===== src/hdl/slc_pkg.sv =====
package slc_pkg;

  localparam int NEWLINE_COUNT_MAX_DEF = 255;

  // Result queue geometry
  localparam int QDEPTH = 4;
  localparam int QAW    = 2;
  localparam int QCW    = 3;

  // Line phase codes
  localparam logic [1:0] PH_START = 2'd0;
  localparam logic [1:0] PH_HASH  = 2'd1;
  localparam logic [1:0] PH_LINE  = 2'd2;

  localparam logic [7:0] CH_HASH  = 8'h23;
  localparam logic [7:0] CH_PCT   = 8'h25;
  localparam logic [7:0] CH_COLON = 8'h3A;
  localparam logic [7:0] CH_BSL   = 8'h5C;
  localparam logic [7:0] CH_CR    = 8'h0D;
  localparam logic [7:0] CH_LF    = 8'h0A;
  localparam logic [7:0] CH_SP    = 8'h20;
  localparam logic [7:0] CH_TAB   = 8'h09;

  typedef struct packed {
    logic [1:0] phase;
    logic       held_vld;
    logic       held_pct;   // held byte is '%' when set, backslash otherwise
    logic [7:0] pend;
    logic       skip_lf;
  } state_t;

  typedef struct packed {
    logic [7:0] data;
    logic [7:0] extra;
    logic       run_last;
    logic       done;
  } res_t;

  typedef struct packed {
    logic [1:0]       cnt;
    res_t [1:0]       res;
  } step_out_t;

endpackage


===== src/hdl/slc_step.sv =====
module slc_step #(
  parameter int NEWLINE_COUNT_MAX = slc_pkg::NEWLINE_COUNT_MAX_DEF
) (
  input  slc_pkg::state_t    state_i,
  input  logic [7:0]         in_byte,
  input  logic               in_last,
  output slc_pkg::state_t    state_o,
  output slc_pkg::step_out_t res_o
);

  localparam logic [7:0] CountCap = (NEWLINE_COUNT_MAX > 255) ? 8'd255 :
                                    8'(NEWLINE_COUNT_MAX);

  function automatic slc_pkg::step_out_t push(slc_pkg::step_out_t o, logic [7:0] d,
                                              logic [7:0] e);
    slc_pkg::step_out_t r;
    r = o;
    r.res[o.cnt[0]].data     = d;
    r.res[o.cnt[0]].extra    = e;
    r.res[o.cnt[0]].run_last = 1'b0;
    r.res[o.cnt[0]].done     = 1'b0;
    r.cnt                    = o.cnt + 2'd1;
    return r;
  endfunction

  slc_pkg::state_t    st;
  slc_pkg::step_out_t o;
  logic               inl;
  logic               blank;
  logic [7:0]         splice_pend;

  assign blank       = (in_byte == slc_pkg::CH_SP) || (in_byte == slc_pkg::CH_TAB);
  assign splice_pend = (state_i.pend < CountCap) ? state_i.pend + 8'd1 : state_i.pend;

  always_comb begin
    st         = state_i;
    o          = '0;
    inl        = 1'b0;
    st.skip_lf = 1'b0;
    if (!(state_i.skip_lf && in_byte == slc_pkg::CH_LF)) begin
      if (state_i.held_vld) begin
        st.held_vld = 1'b0;
        if (state_i.held_pct) begin
          if (in_byte == slc_pkg::CH_COLON) begin
            o        = push(o, slc_pkg::CH_HASH, 8'd0);
            st.phase = slc_pkg::PH_HASH;
          end else begin
            o        = push(o, slc_pkg::CH_PCT, 8'd0);
            st.phase = slc_pkg::PH_LINE;
            inl      = 1'b1;
          end
        end else if (in_byte == slc_pkg::CH_LF) begin
          st.pend = splice_pend;
        end else if (in_byte == slc_pkg::CH_CR) begin
          st.pend    = splice_pend;
          st.skip_lf = 1'b1;
        end else begin
          o   = push(o, slc_pkg::CH_BSL, 8'd0);
          inl = 1'b1;
        end
      end else begin
        case (state_i.phase)
          slc_pkg::PH_START: begin
            if (blank) begin
              // drop leading blank
            end else if (in_byte == slc_pkg::CH_HASH) begin
              o        = push(o, slc_pkg::CH_HASH, 8'd0);
              st.phase = slc_pkg::PH_HASH;
            end else if (in_byte == slc_pkg::CH_PCT) begin
              st.held_vld = 1'b1;
              st.held_pct = 1'b1;
            end else begin
              st.phase = slc_pkg::PH_LINE;
              inl      = 1'b1;
            end
          end
          slc_pkg::PH_HASH: begin
            if (!blank) begin
              st.phase = slc_pkg::PH_LINE;
              inl      = 1'b1;
            end
          end
          default: inl = 1'b1;
        endcase
      end
    end

    if (inl) begin
      if (in_byte == slc_pkg::CH_BSL) begin
        st.held_vld = 1'b1;
        st.held_pct = 1'b0;
      end else if (in_byte == slc_pkg::CH_CR || in_byte == slc_pkg::CH_LF) begin
        o          = push(o, slc_pkg::CH_LF, st.pend);
        st.pend    = 8'd0;
        st.phase   = slc_pkg::PH_START;
        st.skip_lf = (in_byte == slc_pkg::CH_CR);
      end else begin
        o = push(o, in_byte, 8'd0);
      end
    end

    // flush held lookahead and return to reset state at end of text
    if (in_last) begin
      if (st.held_vld) begin
        o = push(o, st.held_pct ? slc_pkg::CH_PCT : slc_pkg::CH_BSL, 8'd0);
      end
      st = '{phase: slc_pkg::PH_START, held_vld: 1'b0, held_pct: 1'b0,
             pend: 8'd0, skip_lf: 1'b0};
    end

    if (o.cnt != 2'd0) begin
      o.res[o.cnt[1]].run_last = 1'b1;
      o.res[o.cnt[1]].done     = in_last;
    end
  end

  assign state_o = st;
  assign res_o   = o;

endmodule


===== src/hdl/slc_outq.sv =====
module slc_outq (
  input  logic                        clk,
  input  logic                        rst_n,
  input  logic                        push,
  input  slc_pkg::step_out_t          push_res,
  input  logic                        pop,
  output logic                        head_vld,
  output slc_pkg::res_t               head,
  output logic [slc_pkg::QCW-1:0]     fill
);

  slc_pkg::res_t                 mem [slc_pkg::QDEPTH];
  logic [slc_pkg::QAW-1:0]       wr_ptr_r, wr_ptr_nxt;
  logic [slc_pkg::QAW-1:0]       rd_ptr_r, rd_ptr_nxt;
  logic [slc_pkg::QCW-1:0]       count_r, count_nxt;
  logic [1:0]                    n_push;
  logic                          do_pop;

  assign n_push     = push ? push_res.cnt : 2'd0;
  assign do_pop     = pop && (count_r != '0);
  assign wr_ptr_nxt = wr_ptr_r + slc_pkg::QAW'(n_push);
  assign rd_ptr_nxt = rd_ptr_r + slc_pkg::QAW'(do_pop);
  assign count_nxt  = count_r + slc_pkg::QCW'(n_push) - slc_pkg::QCW'(do_pop);

  always_ff @(posedge clk) begin
    if (!rst_n) begin
      wr_ptr_r <= '0;
      rd_ptr_r <= '0;
      count_r  <= '0;
    end else begin
      wr_ptr_r <= wr_ptr_nxt;
      rd_ptr_r <= rd_ptr_nxt;
      count_r  <= count_nxt;
    end
  end

  always_ff @(posedge clk) begin
    if (n_push != 2'd0) begin
      mem[wr_ptr_r] <= push_res.res[0];
    end
    if (n_push == 2'd2) begin
      mem[wr_ptr_r + slc_pkg::QAW'(1)] <= push_res.res[1];
    end
  end

  assign head_vld = (count_r != '0);
  assign head     = mem[rd_ptr_r];
  assign fill     = count_r;

endmodule


===== src/hdl/source_line_cleaner_core.sv =====
// Source line cleaner: takes source text one byte per transaction on the in_
// channel and emits the cleaned byte stream on the out_ channel. Leading
// blanks are dropped, "#"/"%:" directives are normalized, CR-LF and lone CR
// become LF, and backslash-newline splices are removed; the next LF carries
// the splice count in extra_newlines. in_tlast marks the final byte of a
// text: held lookahead is flushed and the state returns to its reset value.
// Each accepted byte is processed in the cycle it is accepted and gives 0 to
// 2 results, which are written into a 4-entry result queue; with the queue
// empty, the first result is on out_ in the cycle after acceptance. The input
// takes one byte per cycle while the queue has two free entries, so throughput
// is one byte per cycle whenever output bytes drain at one per cycle; bytes
// that expand to two results are limited by the single-entry queue read port.
// When the receiver stalls, results are held in the queue and in_tready
// drops once fewer than two entries are free. Synchronous reset (rst_n low)
// empties the queue and puts the line state at line start.
module source_line_cleaner_core #(
  parameter int NEWLINE_COUNT_MAX = slc_pkg::NEWLINE_COUNT_MAX_DEF
) (
  input  logic        clk,
  input  logic        rst_n,
  input  logic        in_tvalid,
  output logic        in_tready,
  input  logic [7:0]  in_tdata,   // [7:0] in_byte
  input  logic        in_tlast,   // in_last
  output logic        out_tvalid,
  input  logic        out_tready,
  output logic [15:0] out_tdata,  // [7:0] out_byte, [15:8] extra_newlines
  output logic        out_tlast,  // run_last
  output logic        out_tuser   // stream_done
);

  localparam logic [7:0] CountCap = (NEWLINE_COUNT_MAX > 255) ? 8'd255 :
                                    8'(NEWLINE_COUNT_MAX);

  slc_pkg::state_t          state_r, state_nxt;
  slc_pkg::step_out_t       step_res;
  slc_pkg::res_t            head;
  logic                     head_vld;
  logic [slc_pkg::QCW-1:0]  fill;
  logic                     in_acc;

  assign in_tready = (fill <= slc_pkg::QCW'(slc_pkg::QDEPTH - 2));
  assign in_acc    = in_tvalid && in_tready;

  slc_step #(
    .NEWLINE_COUNT_MAX(NEWLINE_COUNT_MAX)
  ) u_step (
    .state_i (state_r),
    .in_byte (in_tdata),
    .in_last (in_tlast),
    .state_o (state_nxt),
    .res_o   (step_res)
  );

  always_ff @(posedge clk) begin
    if (!rst_n) begin
      state_r <= '{phase: slc_pkg::PH_START, held_vld: 1'b0, held_pct: 1'b0,
                   pend: 8'd0, skip_lf: 1'b0};
    end else if (in_acc) begin
      state_r <= state_nxt;
    end
  end

  slc_outq u_outq (
    .clk      (clk),
    .rst_n    (rst_n),
    .push     (in_acc),
    .push_res (step_res),
    .pop      (out_tready),
    .head_vld (head_vld),
    .head     (head),
    .fill     (fill)
  );

  assign out_tvalid = head_vld;
  assign out_tdata  = {head.extra, head.data};
  assign out_tlast  = head.run_last;
  assign out_tuser  = head.done;

  a_fill_bound: assert property (@(posedge clk) disable iff (!rst_n)
    fill <= slc_pkg::QCW'(slc_pkg::QDEPTH))
    else $error("result queue overfilled");

  a_pend_cap: assert property (@(posedge clk) disable iff (!rst_n)
    state_r.pend <= CountCap)
    else $error("splice count above cap");

  a_last_resets: assert property (@(posedge clk) disable iff (!rst_n)
    in_acc && in_tlast |=> state_r.phase == slc_pkg::PH_START && !state_r.held_vld
                           && state_r.pend == 8'd0 && !state_r.skip_lf)
    else $error("line state not cleared after end of text");

  a_one_per_pop: assert property (@(posedge clk) disable iff (!rst_n)
    !in_acc && !(out_tvalid && out_tready) |=> $stable(fill))
    else $error("queue fill moved without a transaction");

endmodule


===== config.mk =====
export PLATFORM = sky130hd
export DESIGN_NAME = source_line_cleaner_core
export DESIGN_NICKNAME = d
export VERILOG_FILES = /design/src/hdl/slc_pkg.sv /design/src/hdl/slc_step.sv /design/src/hdl/slc_outq.sv /design/src/hdl/source_line_cleaner_core.sv
export SDC_FILE = /design/constraint.sdc
export NUM_CORES = 1
export LEC_CHECK = 0
export BUFFER_PORTS_ARGS = -buffer_cell sky130_fd_sc_hd__buf_2
export CORE_MARGIN = 2
export CORE_UTILIZATION = 35
export DETAILED_ROUTE_END_ITERATION = 12
export HOLD_SLACK_MARGIN = 0.03
export PLACE_DENSITY = 0.53
export SLEW_MARGIN = 10
export SYNTH_ARGS = -nofsm -noshare
export SYNTH_HDL_FRONTEND = slang
export SYNTH_SLANG_ARGS = --single-unit

===== constraint.sdc =====
create_clock -name clk -period 9.4 [get_ports clk]
set_input_delay 1.41 -clock clk [delete_from_list [all_inputs] [get_ports clk]]
set_output_delay 1.41 -clock clk [all_outputs]
set_load 0.005 [all_outputs]

==> results.toml <==
[clock_network]
post_cts_buffers = 0
cts_resized = 0
clk_pin_slew_worst_paths_ns = 0.06
clk_latency_ns = 0.34
cts_tree = "done"
cts_sinks = 92
htree_num_levels = 3
numCtsBuffers = 9
cts_root_buffer = "clkbuf_16"
hold_buffers = 0
ctsLongestPathBuffers = 2

[setup_path]
cp_data_required_time_ns = 9.36
critPathCapture = "u_outq.mem[0][15]"
worstPathArrival_ns = 5.11
crit_start = "in_tdata[0]"
path_max_fanout = 18
criticalPathCategory = "in -> reg"
r2r_cells = 8
r2r_setup_slack_ns = 5.16
end_kind = "register"
reg2reg_to = "u_outq.mem[0][15]"
r2r_start = "state_r[12]"
cp-start-kind = "primary input"

[synth]
yosysWarningCount = 0
synth_seq_area_share_pct = 46.29
syn_area_sq_um = 5535
synth_cells = 487
async_reset_ff_share_pct = 0
ys_ff_latch = 92
synth_nets = 508
synth_top_area_share_pct = 39.06
synth.area.top_cells = "edfxtp_1, mux4_2, dfxtp_1"
ys.flop_type = "edfxtp_1"
synth_edf_count = 72
synth_cell_types = 82
syn_avg_cell_area_sq_um = 11.37
synth_top_cell_by_area = "edfxtp_1"

[routing]
drt_iter0_markers = 392
drc = 0
firstDrtPassIters = 4
ant_nets = 0
num_vias = 4152
vias_per_cell = 5.743
wl_microns = 14710
wl_per_cell_microns = 20.34

[sta]
period_needed_ns = 5.152
finalClockSkew_ns = 0.004422
relSlewSlack_pct = 23.41
setup_violations = 0
tightestPinTransition_ns = 1.140
final_max_slew_viol_count = 0
fmax_mhz = 194.1
grt_setup_unrepaired = "false"
fin_crit_sh_pct = 54.81
finalHoldViolations = 0
fin_setup_tns_ns = 0

[placement]
post_dp_cell_area_sq_um = 5879
port_buffers = 32
dp_hpwl_microns = 10140
place_congestion = 0.8234
dp.cells = 708

[status]
status = "complete, no violations"

[grt]
antenna_found_initial = 0
grt_pass1_vias = 4094
grt.total_usage_pct = 18.41
grt_max_degree = 20
grt.overflow.total = 0
grt_first_pass_wirelength_microns = 23320

[power_and_ir_drop]
cellPowerDensity_nw_per_um2 = 193.8
ir_worst_vdd_v = 0.00009149
p_int_uw = 861.7
p_comb_share_pct = 24.6
p_clk_share_pct = 31.8
p_leak_nw = 2.200
total_power_mw = 1.199
p_seq_share_pct = 43.6
power_switching_uw = 337.1
p_sw_share_pct = 28.12

[floorplanning]
die_x_microns = 129.8
dieArea_sq_um = 16840
initial_core_util_pct = 36.14
rows = 45
core_sq_um = 15310
dieHeight_microns = 129.8
ios = 33

[min_path]
hp-class = "reg -> reg"
min-delay-start = "state_r[0]"

[layout]
drive_gt1_share_pct = 21.48
nNetsFinal = 529
fill_cells = 1516
fin_area_sq_um = 6186
multiInputGateArea_sq_um = 2818
final_common_cell = "edfxtp_1"
final_cells = 723
layout_common_cells = "edfxtp_1, nor3_1, nand2_1, buf_2, nand3_1"
antenna-diode-count = 0
regArea_sq_um = 2562
area_delta_synth_final_pct = 11.75

[flow_run]
maxCapViolations = 0
sequential cells by signal, indices dropped and copies added, names as in the netlist:
name / count
state_r: 13
u_outq.rd_ptr_r: 2
u_outq.mem: 72
u_outq.wr_ptr_r: 2
u_outq.fill: 3
kinds of logic (layout without fill, tap and decap cells):
logic type                 after synthesis  count (layout)  synth area share [%]
and+or+nand+nor                        182             182                 19.76
xor gates and xnor gates                10              10                 1.582
adders and majority gates                8               8                 1.944
buffers and inverters                   38              63                 3.232
AOI/OAI and AO/OA                      115             115                 15.17
DFF                                     92              92                 46.29
muxes                                   42              42                 12.03
power by group through the flow:
stage / combinational, mW / sequential (mW) / clock (mW)
2_1_floorplan: 0.201 / 0.519 / 0
3_3_place_gp: 0.297 / 0.530 / 0
4_1_cts: 0.302 / 0.523 / 0.388
6_report: 0.295 / 0.523 / 0.381
3_5_place_dp: 0.300 / 0.532 / 0
5_1_grt: 0.329 / 0.528 / 0.404
synthesized netlist by cell type (all sizes together), types with 6 or more instances:
master	n
a211oi	8
inv	12
ha	7
o22ai	8
mux4	18
nand3	25
mux2i	21
buf	14
dfxtp	20
a21oi	27
clkbuf	12
xnor2	6
nor4	10
and2	8
nand2	37
o21ai	25
edfxtp	72
nor2	14
and3	8
a21boi	8
nor3	46
worst min-delay path by stage:
stage                     slack, ns         end  cells past startpoint
after floorplan                0.44  state_r[0]                      2
after global placement         0.47  state_r[0]                      2
after detailed placement       0.47  state_r[0]                      2
after CTS                      0.48  state_r[0]                      2
after global routing           0.50  state_r[0]                      2
final                          0.48  state_r[0]                      2
routing by layer:
layer  GRT usage [%]  vias up  share of wire [%]
met5               0        -                  0
met4           8.033        0                2.1
met3           3.239       26                3.8
met2           29.04      103                 48
met1           25.01     2051                 46
li1                -     1972                  -
cell type report:
type	instances	area share [%]
flip-flops and latches	92	41.42
clock buffers	10	3.701
repair buffers	36	3.074
inverters	12	0.7282
multi-input cells	357	45.55
clock inverters	5	1.254
well taps	211	4.268
metrics by stage:
step	worst slack, ns	utilization [%]	hold slack, ns
after floorplan	3.631	-	0.4438
after global placement	3.989	38.39	0.4728
after detailed placement	3.901	38.39	0.4684
after CTS	4.250	40.39	0.4822
after global routing	3.918	40.39	0.5015
final	4.248	40.39	0.4787
worst max-delay path, stage by stage:
cell	delay [ns]
buf_2	0.20
or3b_2	0.55
o41ai_2	0.48
a21boi_2	0.44
ha_1	0.36
o311ai_0	0.22
xnor2_1	0.34
a22oi_2	0.20
o31ai_4	0.90
No activity file was read; power rests on OpenSTA's default activity.
